[config.mk]
export PLATFORM = sky130hd
export DESIGN_NAME = chunked_body_decoder_flat
export DESIGN_NICKNAME = d
export VERILOG_FILES = /design/src/sv/cbd_pkg.sv /design/src/sv/cbd_channels.sv /design/src/sv/chunked_body_decoder.sv /design/src/sv/cbd_fsm.sv /design/src/sv/cbd_out_reg.sv /design/src/flat_wrapper.sv
export SDC_FILE = /design/constraint.sdc
export NUM_CORES = 1
export LEC_CHECK = 0
export ABC_AREA = 1
export BUFFER_PORTS_ARGS = -buffer_cell sky130_fd_sc_hd__buf_2
export CAP_MARGIN = 5
export CORE_ASPECT_RATIO = 0.75
export CORE_MARGIN = 5
export CORE_UTILIZATION = 25
export DETAILED_ROUTE_END_ITERATION = 6
export SETUP_SLACK_MARGIN = 0.3
export SLEW_MARGIN = 20
export SYNTH_ARGS = -nofsm -noshare
export SYNTH_HDL_FRONTEND = slang
export SYNTH_HIERARCHICAL = 1
export SYNTH_SLANG_ARGS = --single-unit
[constraint.sdc]
create_clock -name clk -period 3.5 [get_ports clk]
set_clock_uncertainty 0.2 [all_clocks]
set_input_delay 0.525 -clock clk [delete_from_list [all_inputs] [get_ports clk]]
set_output_delay 0.525 -clock clk [all_outputs]
set_load 0.1 [all_outputs]
[src/sv/cbd_pkg.sv]
`default_nettype none

package cbd_pkg;

  // Largest number of hex digits accepted in one chunk size line.
  localparam int MAX_SIZE_DIGITS = 6;
  localparam int DIGIT_W = $clog2(MAX_SIZE_DIGITS + 1);

  localparam int SIZE_W = 24;

  // Decoder phases.
  localparam logic [2:0] PH_SIZE = 3'd0;
  localparam logic [2:0] PH_LF   = 3'd1;
  localparam logic [2:0] PH_DATA = 3'd2;
  localparam logic [2:0] PH_SKIP = 3'd3;
  localparam logic [2:0] PH_DONE = 3'd4;
  localparam logic [2:0] PH_ERR  = 3'd5;

  // Characters that frame a size line.
  localparam logic [7:0] CHAR_CR = 8'h0d;
  localparam logic [7:0] CHAR_LF = 8'h0a;

  // Bytes skipped after each chunk's payload.
  localparam logic [1:0] SKIP_LEN = 2'd2;

  typedef struct packed {
    logic       ok;
    logic [3:0] value;
  } hex_digit_t;

  typedef struct packed {
    logic       payload_valid;
    logic [7:0] payload_byte;
    logic       message_end;
    logic       format_error;
  } result_t;

  // Decode one ASCII hex digit; ok is low for any other character.
  function automatic hex_digit_t hex_decode(input logic [7:0] c);
    hex_digit_t d;
    d.ok    = 1'b1;
    d.value = 4'd0;
    if (c >= 8'h30 && c <= 8'h39) begin
      d.value = c[3:0];
    end else if ((c >= 8'h61 && c <= 8'h66) || (c >= 8'h41 && c <= 8'h46)) begin
      d.value = 4'(c[3:0] + 4'd9);
    end else begin
      d.ok = 1'b0;
    end
    return d;
  endfunction

endpackage

`default_nettype wire

[src/sv/cbd_channels.sv]
`default_nettype none

// Body byte channel.
interface cbd_byte_if;
  logic       valid;
  logic       ready;
  logic [7:0] data_byte;
  logic       first_byte;

  modport source (output valid, output data_byte, output first_byte, input ready);
  modport sink   (input valid, input data_byte, input first_byte, output ready);
endinterface

// Decoded result channel.
interface cbd_result_if;
  logic       valid;
  logic       ready;
  logic       payload_valid;
  logic [7:0] payload_byte;
  logic       message_end;
  logic       format_error;

  modport source (output valid, output payload_valid, output payload_byte,
                  output message_end, output format_error, input ready);
  modport sink   (input valid, input payload_valid, input payload_byte,
                  input message_end, input format_error, output ready);
endinterface

`default_nettype wire

[src/sv/chunked_body_decoder.sv]
`default_nettype none

// Chunked message body decoder.
// Body bytes enter on the body channel (data_byte, first_byte) and one
// result word per byte leaves on the result channel (payload_valid,
// payload_byte, message_end, format_error). A word moves on a channel at
// a rising edge where valid and ready are both high.
// Each byte goes into an input register, the phase logic decodes it, and
// the result is written into an output register, from which the result
// word can be accepted once it is valid.
// One byte is taken per cycle as long as the receiver keeps ready high;
// the rate is set by the state update between the two registers.
// When the receiver stalls, the output register holds its word and the
// input register can still take one more byte; after that body.ready
// drops until the output drains.
// Reset empties both registers and puts the decoder in the size digits
// phase with all counters cleared. A byte with first_byte set restarts
// the decoder in the same way before it is handled.
module chunked_body_decoder (
  input  wire logic    clk,
  input  wire logic    rst,
  cbd_byte_if.sink     body,
  cbd_result_if.source result
);
  import cbd_pkg::*;

  logic       s1_valid;
  logic [7:0] s1_data;
  logic       s1_first;
  logic       advance;
  logic       step;
  result_t    res;

  assign step       = s1_valid && advance;
  assign body.ready = !s1_valid || advance;

  // Input register.
  always_ff @(posedge clk) begin
    if (rst) begin
      s1_valid <= 1'b0;
    end else if (body.ready) begin
      s1_valid <= body.valid;
    end
  end

  always_ff @(posedge clk) begin
    if (body.ready && body.valid) begin
      s1_data  <= body.data_byte;
      s1_first <= body.first_byte;
    end
  end

  cbd_fsm u_fsm (
    .clk        (clk),
    .rst        (rst),
    .step       (step),
    .data_byte  (s1_data),
    .first_byte (s1_first),
    .res        (res)
  );

  cbd_out_reg u_out (
    .clk     (clk),
    .rst     (rst),
    .load    (s1_valid),
    .res     (res),
    .advance (advance),
    .result  (result)
  );

  // A message cannot both end and fail.
  a_end_xor_error: assert property (@(posedge clk) disable iff (rst)
    result.valid |-> !(result.message_end && result.format_error))
    else $error("message_end and format_error both set");

  // Payload bytes only come from an open, error-free message.
  a_payload_clean: assert property (@(posedge clk) disable iff (rst)
    (result.valid && result.payload_valid) |-> (!result.message_end && !result.format_error))
    else $error("payload byte flagged as end or error");

  // Non-payload words carry a zero byte.
  a_payload_zero: assert property (@(posedge clk) disable iff (rst)
    (result.valid && !result.payload_valid) |-> (result.payload_byte == 8'd0))
    else $error("non-payload word carries a byte");

  // A held byte in the input register is never dropped.
  a_s1_hold: assert property (@(posedge clk) disable iff (rst)
    (s1_valid && !advance) |=> s1_valid)
    else $error("input register lost a byte");

endmodule

`default_nettype wire

[src/sv/cbd_fsm.sv]
`default_nettype none

module cbd_fsm (
  input  wire logic            clk,
  input  wire logic            rst,
  input  wire logic            step,
  input  wire logic [7:0]      data_byte,
  input  wire logic            first_byte,
  output cbd_pkg::result_t     res
);
  import cbd_pkg::*;

  logic [2:0]         phase;
  logic [SIZE_W-1:0]  size_accumulator;
  logic [DIGIT_W-1:0] digit_count;
  logic [SIZE_W-1:0]  bytes_remaining;
  logic [1:0]         skip_count;

  logic [2:0]         phase_next;
  logic [SIZE_W-1:0]  size_accumulator_next;
  logic [DIGIT_W-1:0] digit_count_next;
  logic [SIZE_W-1:0]  bytes_remaining_next;
  logic [1:0]         skip_count_next;

  logic [2:0]         cur_phase;
  logic [SIZE_W-1:0]  cur_size;
  logic [DIGIT_W-1:0] cur_digits;
  logic [SIZE_W-1:0]  cur_remaining;
  logic [1:0]         cur_skip;
  logic [SIZE_W-1:0]  remaining_dec;
  logic [1:0]         skip_dec;
  hex_digit_t         hex;
  logic               valid;

  // A first byte starts from the reset state.
  always_comb begin
    if (first_byte) begin
      cur_phase     = PH_SIZE;
      cur_size      = '0;
      cur_digits    = '0;
      cur_remaining = '0;
      cur_skip      = '0;
    end else begin
      cur_phase     = phase;
      cur_size      = size_accumulator;
      cur_digits    = digit_count;
      cur_remaining = bytes_remaining;
      cur_skip      = skip_count;
    end
  end

  assign hex           = hex_decode(data_byte);
  assign remaining_dec = cur_remaining - SIZE_W'(1);
  assign skip_dec      = cur_skip - 2'd1;

  // Phase transitions for one byte.
  always_comb begin
    phase_next            = cur_phase;
    size_accumulator_next = cur_size;
    digit_count_next      = cur_digits;
    bytes_remaining_next  = cur_remaining;
    skip_count_next       = cur_skip;
    valid                 = 1'b0;
    case (cur_phase)
      PH_SIZE: begin
        if (data_byte == CHAR_CR) begin
          phase_next = PH_LF;
        end else if (!hex.ok || cur_digits >= DIGIT_W'(MAX_SIZE_DIGITS)) begin
          phase_next = PH_ERR;
        end else begin
          size_accumulator_next = {cur_size[SIZE_W-5:0], hex.value};
          digit_count_next      = DIGIT_W'(cur_digits + 1'b1);
        end
      end
      PH_LF: begin
        if (data_byte != CHAR_LF) begin
          phase_next = PH_ERR;
        end else if (cur_size == '0) begin
          phase_next = PH_DONE;
        end else begin
          bytes_remaining_next = cur_size;
          phase_next           = PH_DATA;
        end
      end
      PH_DATA: begin
        valid                = 1'b1;
        bytes_remaining_next = remaining_dec;
        if (remaining_dec == '0) begin
          skip_count_next = SKIP_LEN;
          phase_next      = PH_SKIP;
        end
      end
      PH_SKIP: begin
        skip_count_next = skip_dec;
        if (skip_dec == 2'd0) begin
          size_accumulator_next = '0;
          digit_count_next      = '0;
          phase_next            = PH_SIZE;
        end
      end
      PH_DONE: begin
        phase_next = PH_DONE;
      end
      default: begin
        phase_next = PH_ERR;
      end
    endcase
  end

  // Result word for this byte.
  always_comb begin
    res.payload_valid = valid;
    res.payload_byte  = valid ? data_byte : 8'd0;
    res.message_end   = (phase_next == PH_DONE);
    res.format_error  = (phase_next == PH_ERR);
  end

  // Decoder state advances once per byte that moves to the result stage.
  always_ff @(posedge clk) begin
    if (rst) begin
      phase            <= PH_SIZE;
      size_accumulator <= '0;
      digit_count      <= '0;
      bytes_remaining  <= '0;
      skip_count       <= '0;
    end else if (step) begin
      phase            <= phase_next;
      size_accumulator <= size_accumulator_next;
      digit_count      <= digit_count_next;
      bytes_remaining  <= bytes_remaining_next;
      skip_count       <= skip_count_next;
    end
  end

endmodule

`default_nettype wire

[src/sv/cbd_out_reg.sv]
`default_nettype none

module cbd_out_reg (
  input  wire logic             clk,
  input  wire logic             rst,
  input  wire logic             load,
  input  wire cbd_pkg::result_t res,
  output logic                  advance,
  cbd_result_if.source          result
);
  import cbd_pkg::*;

  logic    out_valid;
  result_t out_word;

  // The register takes a new word when it is empty or being drained.
  assign advance = !out_valid || result.ready;

  always_ff @(posedge clk) begin
    if (rst) begin
      out_valid <= 1'b0;
    end else if (advance) begin
      out_valid <= load;
    end
  end

  always_ff @(posedge clk) begin
    if (advance && load) begin
      out_word <= res;
    end
  end

  assign result.valid         = out_valid;
  assign result.payload_valid = out_word.payload_valid;
  assign result.payload_byte  = out_word.payload_byte;
  assign result.message_end   = out_word.message_end;
  assign result.format_error  = out_word.format_error;

endmodule

`default_nettype wire
[src/flat_wrapper.sv]
// flat-port wrapper written by rule: the top's interface ports become plain ports
module chunked_body_decoder_flat import cbd_pkg::*;
  (clk, rst, body_valid, body_data_byte, body_first_byte, body_ready, result_valid, result_payload_valid, result_payload_byte, result_message_end, result_format_error, result_ready);
  cbd_byte_if body_i ();
  cbd_result_if result_i ();
  input  wire logic clk;
  input  wire logic rst;
  input wire logic [$bits(body_i.valid)-1:0] body_valid;
  input wire logic [$bits(body_i.data_byte)-1:0] body_data_byte;
  input wire logic [$bits(body_i.first_byte)-1:0] body_first_byte;
  output wire logic [$bits(body_i.ready)-1:0] body_ready;
  output wire logic [$bits(result_i.valid)-1:0] result_valid;
  output wire logic [$bits(result_i.payload_valid)-1:0] result_payload_valid;
  output wire logic [$bits(result_i.payload_byte)-1:0] result_payload_byte;
  output wire logic [$bits(result_i.message_end)-1:0] result_message_end;
  output wire logic [$bits(result_i.format_error)-1:0] result_format_error;
  input wire logic [$bits(result_i.ready)-1:0] result_ready;
  assign body_i.valid = body_valid;
  assign body_i.data_byte = body_data_byte;
  assign body_i.first_byte = body_first_byte;
  assign body_ready = body_i.ready;
  assign result_valid = result_i.valid;
  assign result_payload_valid = result_i.payload_valid;
  assign result_payload_byte = result_i.payload_byte;
  assign result_message_end = result_i.message_end;
  assign result_format_error = result_i.format_error;
  assign result_i.ready = result_ready;
  chunked_body_decoder u_core (.clk(clk), .rst(rst), .body(body_i), .result(result_i));
endmodule
==> metrics.yaml, run 1 <==
status: "finished clean"
antenna_found_initial: 0
syn_nets: 827
clk_pin_slew_ns: 0.07
wire_per_inst_um: 14.24
rsz0062_at_grt: "no"
clock_path_buffers: 2
cpPeakStageDelay_ns: 0.37
max_freq_mhz: 347.9
required_ns: 3.40
period_share: 0.8212
routed_wirelength_um: 15710
rows: 45
fill_cells: 2319
tritoncts: "done"
synthArstFlopShare: 0
yosysTopAreaCell: "dfxtp_1"
synth-edff-count: 20
htree_levels: 3
io_buffers: 25
post_cts_resized: 0
drc_errors: 0
ir_drop_v: 0.0002409
crit_buf_inv: 2
drt_iter0_drc: 517
yosysTopAreaCellShare: 0.2225
tns_ns: 0
synth_area_leaders: "dfxtp_1, nand2_1, edfxtp_1, a21oi_1, o21ai_0"
n_antenna_cell: 0
cts_root_buffer: "clkbuf_16"
grt_overflow: 0
vias_per_cell: 4.910
hold_class: "input pin to flop"
path_cells: "buf_4 -> nor2_1 -> inv_2 -> ha_1 -> nand2_1 -> nor2_2 -> nand2_1 -> nor2_1 -> nand3b_1 -> nand2_1 -> nand3_1 -> nor2_1 -> nand3_1 -> nand2_1 -> nor2_1"
synth_area_sq_mm: 0.005219
ys_seq_area_frac: 0.3376
post_synth_num_cell_types: 39
arrival_ns: 2.78
ys_ff_latch: 78
hold_viol_final: 0
globalplace.congestion: 0.9526
layout_setup_ws_ns: 0.6257
top_usage_layer: "met1"
core_sq_mm: 0.02038
grtUsageTotal: 0.1318
hpwl_um: 11350
nets: 837
die_y_um: 135.1
ys_top_cells_by_count: "nand2_1, nor2_1, a21oi_1"
cts.sinks: 78
synth_ff_type: "dfxtp_1"
pre_cts_ws_ns: 0.6868
synth_most_common_cell: "nand2_1"
die_w_um: 176.8
critPathTopFamily: "simple AND/OR/NAND/NOR gates"
crit_path_start_kind: "flop"
via_count: 5416
slew_viol_final: 0
crit_path_end_kind: "flop"
crit_fanout: 21
syn2layout_area_growth_pct: 13.16
syn_inst: 806
start_util: 0.2560
drt_pass1_iterations: 5
grt_max_degree: 64
io_pins: 26
grt.met3_usage: 0.02771
cp_slowest_cell: "edfxtp_1"
slew_headroom: 0.2958
grt_pass1_vias: 4915
tightest_slew_ns: 1.056
cap_viol_max_count: 0
yosysWarnings: 6
hold_buffers: 0
met2_usage: 0.1801
grt_util_met1: 0.2066
numCtsBuffers: 9
clk_latency_ns: 0.34
grt_pass1_wl_um: 25520
setup_violations: 0
fin_crit_ns: 2.874
path_class: "flop to flop"
p_per_area_mw_per_mm2: 433.8
die-area_sq_mm: 0.02389
syn_avg_cell_area_sq_um: 6.475
drive_above_1_share: 0.1035
cts_setup_buffers: 0
postRouteAntennaNets: 0
p_leak_nw: 2.675
==> where the power goes <==
part / switching [mW] / total [mW] / internal (mW)
clock network: 0.404 / 0.906 / 0.503
registers: 0.0406 / 1.03 / 0.985
logic: 0.450 / 0.630 / 0.179
==> metrics by stage <==
step	instance area [sq um]	power, mW	hold slack, ns	std cells	util
after global placement	5622	1.659	0.2583	1087	0.2758
after floorplan	5219	1.513	0.2453	806	-
after CTS	5906	2.581	0.1402	1103	0.2897
after global routing	5906	2.699	0.1402	1103	0.2897
final	5906	2.562	0.1541	1103	0.2897
after detailed placement	5622	1.659	0.2627	1087	0.2758
==> metal layers <==
metal,vias up,part of all wire
li1,2698,-
met1,2489,0.52
met2,213,0.39
met4,0,0.012
met5,-,0
met3,16,0.078
==> worst reg2reg max path, cell delays in order (launching register included) <==
cell	delay, ns
edfxtp_1	0.37
buf_4	0.26
nor2_1	0.15
inv_2	0.11
ha_1	0.22
nand2_1	0.10
nor2_2	0.18
nand2_1	0.11
nor2_1	0.20
nand3b_1	0.10
nand2_1	0.13
nand3_1	0.09
nor2_1	0.09
nand3_1	0.17
nand2_1	0.10
nor2_1	0.04
==> final timing paths <==
check	depth (start not counted)	start	end	slack [ns]
min reg2reg	2	u_core/u_fsm/skip_count[0]	u_core/u_fsm/skip_count[0]	0.27
max	15	u_core/s1_first	u_core/u_out/result.message_end	0.63
min	1	body_data_byte[0]	u_core/s1_data[0]	0.15
max reg2reg	15	u_core/s1_first	u_core/u_out/result.message_end	0.63
==> flip-flops by register name, indices dropped and copies added (netlist names) <==
signal                             flops
u_core/s1_data                         8
u_core/s1_first                        1
u_core/s1_valid                        1
u_core/u_fsm/bytes_remaining          24
u_core/u_fsm/digit_count               3
u_core/u_fsm/phase                     3
u_core/u_fsm/size_accumulator         24
u_core/u_fsm/skip_count                2
u_core/u_out/result.format_error       1
u_core/u_out/result.message_end        1
u_core/u_out/result.payload_byte       8
u_core/u_out/result.payload_valid      1
u_core/u_out/result.valid              1
==> final cells by class <==
| class | count | area, sq um | area share |
|---|---|---|---|
| tap | 282 | 352.8 | 0.05975 |
| inverter | 95 | 356.6 | 0.06038 |
| timing repair buffer | 43 | 272.8 | 0.04619 |
| sequential | 78 | 1762 | 0.2983 |
| clock buffer | 10 | 239.0 | 0.04047 |
| multi-input combinational | 589 | 2878 | 0.4873 |
| clock inverter | 6 | 45.04 | 0.007627 |
==> cells in the final DEF, fill, tap and decap left out, drive strengths merged <==
master | synthesis | final
edfxtp | 20 | 20
or2 | 2 | 2
nand4 | 14 | 14
dfxtp | 58 | 58
ha | 8 | 8
a21boi | 1 | 1
nor4 | 2 | 2
a221oi | 13 | 13
nand2 | 183 | 183
clkinvlp | 0 | 2
xnor2 | 1 | 1
nand3b | 3 | 3
o2111a | 1 | 1
nor3 | 4 | 4
o21ai | 96 | 96
clkbuf | 25 | 10
o211ai | 17 | 17
nand3 | 34 | 34
inv | 94 | 95
a211oi | 1 | 1
o21bai | 1 | 1
nor2 | 104 | 104
a21oi | 97 | 97
xor2 | 3 | 3
a31oi | 3 | 3
and2 | 1 | 1
clkinv | 1 | 4
buf | 19 | 43
==> kinds of logic (layout without fill, tap and decap cells) <==
kind of cell,count (synthesis),in the layout,share of synthesized area
buffers and inverters,139,154,0.1110
AO/OA/AOI/OAI,230,230,0.2457
XOR/XNOR,4,4,0.006714
AND/OR/NAND/NOR,347,347,0.2798
flip-flops,78,78,0.3376
adder cells (fa/ha/maj),8,8,0.01918
(Power assumes the default switching activity.)
==> inputs of run 2 (changes only) <==
Clock period 3.5 ns to 2.3 ns, I/O delays scaled along.
==> run 2 against run 1 <==
The flow now finishes with violations (negative setup slack). Sequential cell count unchanged. Via count increased by 15%. Fmax is 9.8% higher. Power rose by 83%. Routed wire length is 24% higher. Sequential power increased by 52%. Clock power increased by 66%. Critical endpoint is now u_core/u_fsm/skip_count[0].
==> metrics.yaml, run 2 (same netlist as run 1, synthesis figures left out) <==
slew_viol_final: 0
crit_path_end_kind: "flop"
clk_pin_slew_ns: 0.07
via_count: 6202
cp_slowest_cell: "edfxtp_1"
vias_per_cell: 4.880
violations: "negative setup slack"
grt_overflow: 0
holdWs_ns: 0.05945
crit_path_start_kind: "flop"
route.met3.wl_um: 1561
numCtsBuffers: 9
tns_ns: -11.51
seqPwrFrac: 0.334
tritoncts: "done"
cts_root_buffer: "clkbuf_16"
setup_violations: 58
rows: 45
hpwl_um: 12540
antenna_found_initial: 0
max_freq_mhz: 382.0
n_antenna_cell: 0
met2_length_um: 8375
top_layer: "met4"
p_switching_mw: 1.632
cap_viol_max_count: 0
globalplace.congestion: 0.9403
rsz0062_at_grt: "yes"
period_share: 1.138
tightest_slew_ns: 0.4936
design_area_sq_mm: 0.008245
grtUsageTotal: 0.1568
drt_pass1_iterations: 5
nets: 1005
core_sq_mm: 0.02038
cpPeakStageDelay_ns: 0.42
wire_per_inst_um: 15.29
min-delay-start: "body_valid"
hold_viol_final: 0
drt_iter0_drc: 497
die_y_um: 135.1
die-area_sq_mm: 0.02389
cts.sinks: 78
wl_met1_um: 9178
p_per_area_mw_per_mm2: 569.2
grt_pass1_vias: 5687
hold_class: "input pin to flop"
drive_above_1_share: 0.3903
critPathLaunch: "u_core/s1_first"
p_clk_frac: 0.319
grt_max_degree: 41
htree_levels: 3
pre_cts_ws_ns: -0.4903
ir_drop_v: 0.0003938
die_w_um: 176.8
path_class: "flop to flop"
r2r-start: "u_core/s1_first"
postRouteAntennaNets: 0
arrival_ns: 2.66
drc_errors: 0
clk_latency_ns: 0.36
path_cells: "inv_2 -> buf_6 -> buf_6 -> nand2_4 -> ha_4 -> nand3_4 -> nor2_4 -> buf_12 -> nand2_1 -> nand2_1 -> nand2_1 -> nor2_1 -> nand2_1 -> nor2_1 -> nand2_1 -> nand2_1 -> nand2_1 -> nand2_1 -> a21oi_2"
fin_crit_ns: 2.617
slew_headroom: 0.6732
crit_top_cell: "nand2_1"
crit_fanout: 5
p_int_mw: 3.061
status: "finished, violations left"
layout_setup_ws_ns: -0.3175
io_pins: 26
sw_frac_of_total: 0.3478
clock_path_buffers: 2
p_leak_nw: 3.727
finalPower_mw: 4.693
io_buffers: 25
power.share.combinational: 0.348
largest_registers: "u_core/u_fsm/bytes_remaining: 24 flops, u_core/u_fsm/size_accumulator: 24 flops"
start_util: 0.2560
postPlaceCellArea_sq_mm: 0.006691
required_ns: 2.34
final_cell_mix: "nand2_1, buf_4, inv_1"
mostFrequentLayoutCell: "nand2_1"
routed_wirelength_um: 19440
syn2layout_area_growth_pct: 58.00
grt_pass1_wl_um: 29910
[run 2: cell types whose count changed in the layout (fill, tap and decap cells not counted), moves of 9 or more]
| cell | previous run | this run |
|---|---|---|
| o21ai_0 | 87 | 73 |
| a21oi_2 | 2 | 38 |
| nor2_1 | 98 | 63 |
| nand3_1 | 33 | 23 |
| buf_4 | 17 | 133 |
| nor2_2 | 4 | 22 |
| buf_6 | 0 | 16 |
| nand2_2 | 4 | 31 |
| buf_12 | 1 | 13 |
| dlygate4sd3_1 | 0 | 9 |
| nor2_4 | 2 | 20 |
| nand2_1 | 179 | 144 |
| a21oi_1 | 95 | 59 |
[run 2: area by class of cell]
type                    instances  area, sq um
flip-flops and latches         78         1765
inverters                      95        374.1
well taps                     282        352.8
multi-input cells             590         3496
fillers                      2079        12140
clock buffers                  10        229.0
clock inverters                 6        68.82
repair buffers                210         1959
[run 2: metrics by stage]
stage,cells,util
final,1271,0.4045
after global routing,1271,0.4045
after CTS,1252,0.3795
after detailed placement,1198,0.3283
after floorplan,806,-
after global placement,1198,0.3283
[run 2: routing by layer]
metal / global-route usage / vias to the layer above
li1: - / 3059
met1: 0.2336 / 2878
met2: 0.2235 / 237
met3: 0.03554 / 28
met4: 0.04725 / 0
met5: 0 / -
[run 2: worst paths after layout]
check | endpoint | slack (ns) | cells after the start
setup reg to reg | u_core/u_fsm/skip_count[0] | -0.32 | 19
setup / recovery | u_core/u_fsm/skip_count[0] | -0.32 | 19
hold reg to reg | u_core/u_fsm/size_accumulator[4] | 0.28 | 2
hold / removal | u_core/s1_valid | 0.06 | 3
[run 2: what timing repair did]
| item | 4_1_cts | 5_1_grt |
|---|---|---|
| pin swaps | 35 | 40 |
| buffers inserted | 21 | 16 |
| hold buffers | 9 | 0 |
| gates resized for setup | 85 | 104 |
| hold endpoints to repair | 9 | 0 |
| cloned | 8 | 3 |
| endpoints found under the setup margin | 58 | 66 |
[run 2: power by group through the flow]
| stage | logic, mW | clock network (mW) | registers, mW |
|---|---|---|---|
| 3_3_place_gp | 1.23 | 0 | 1.58 |
| 3_5_place_dp | 1.24 | 0 | 1.58 |
| 5_1_grt | 1.75 | 1.57 | 1.57 |
| 6_report | 1.63 | 1.50 | 1.57 |
| 2_1_floorplan | 0.686 | 0 | 1.65 |
| 4_1_cts | 1.48 | 1.52 | 1.56 |
[run 2: worst max-delay path, delay by kind of cell, from the launching register on]
kind	cells	cell delay (ns)
buffers and inverters	4	0.50
adder cells (fa/ha/maj)	1	0.16
AND/OR/NAND/NOR	13	1.17
AO/OA/AOI/OAI	1	0.05
flip-flops	1	0.42
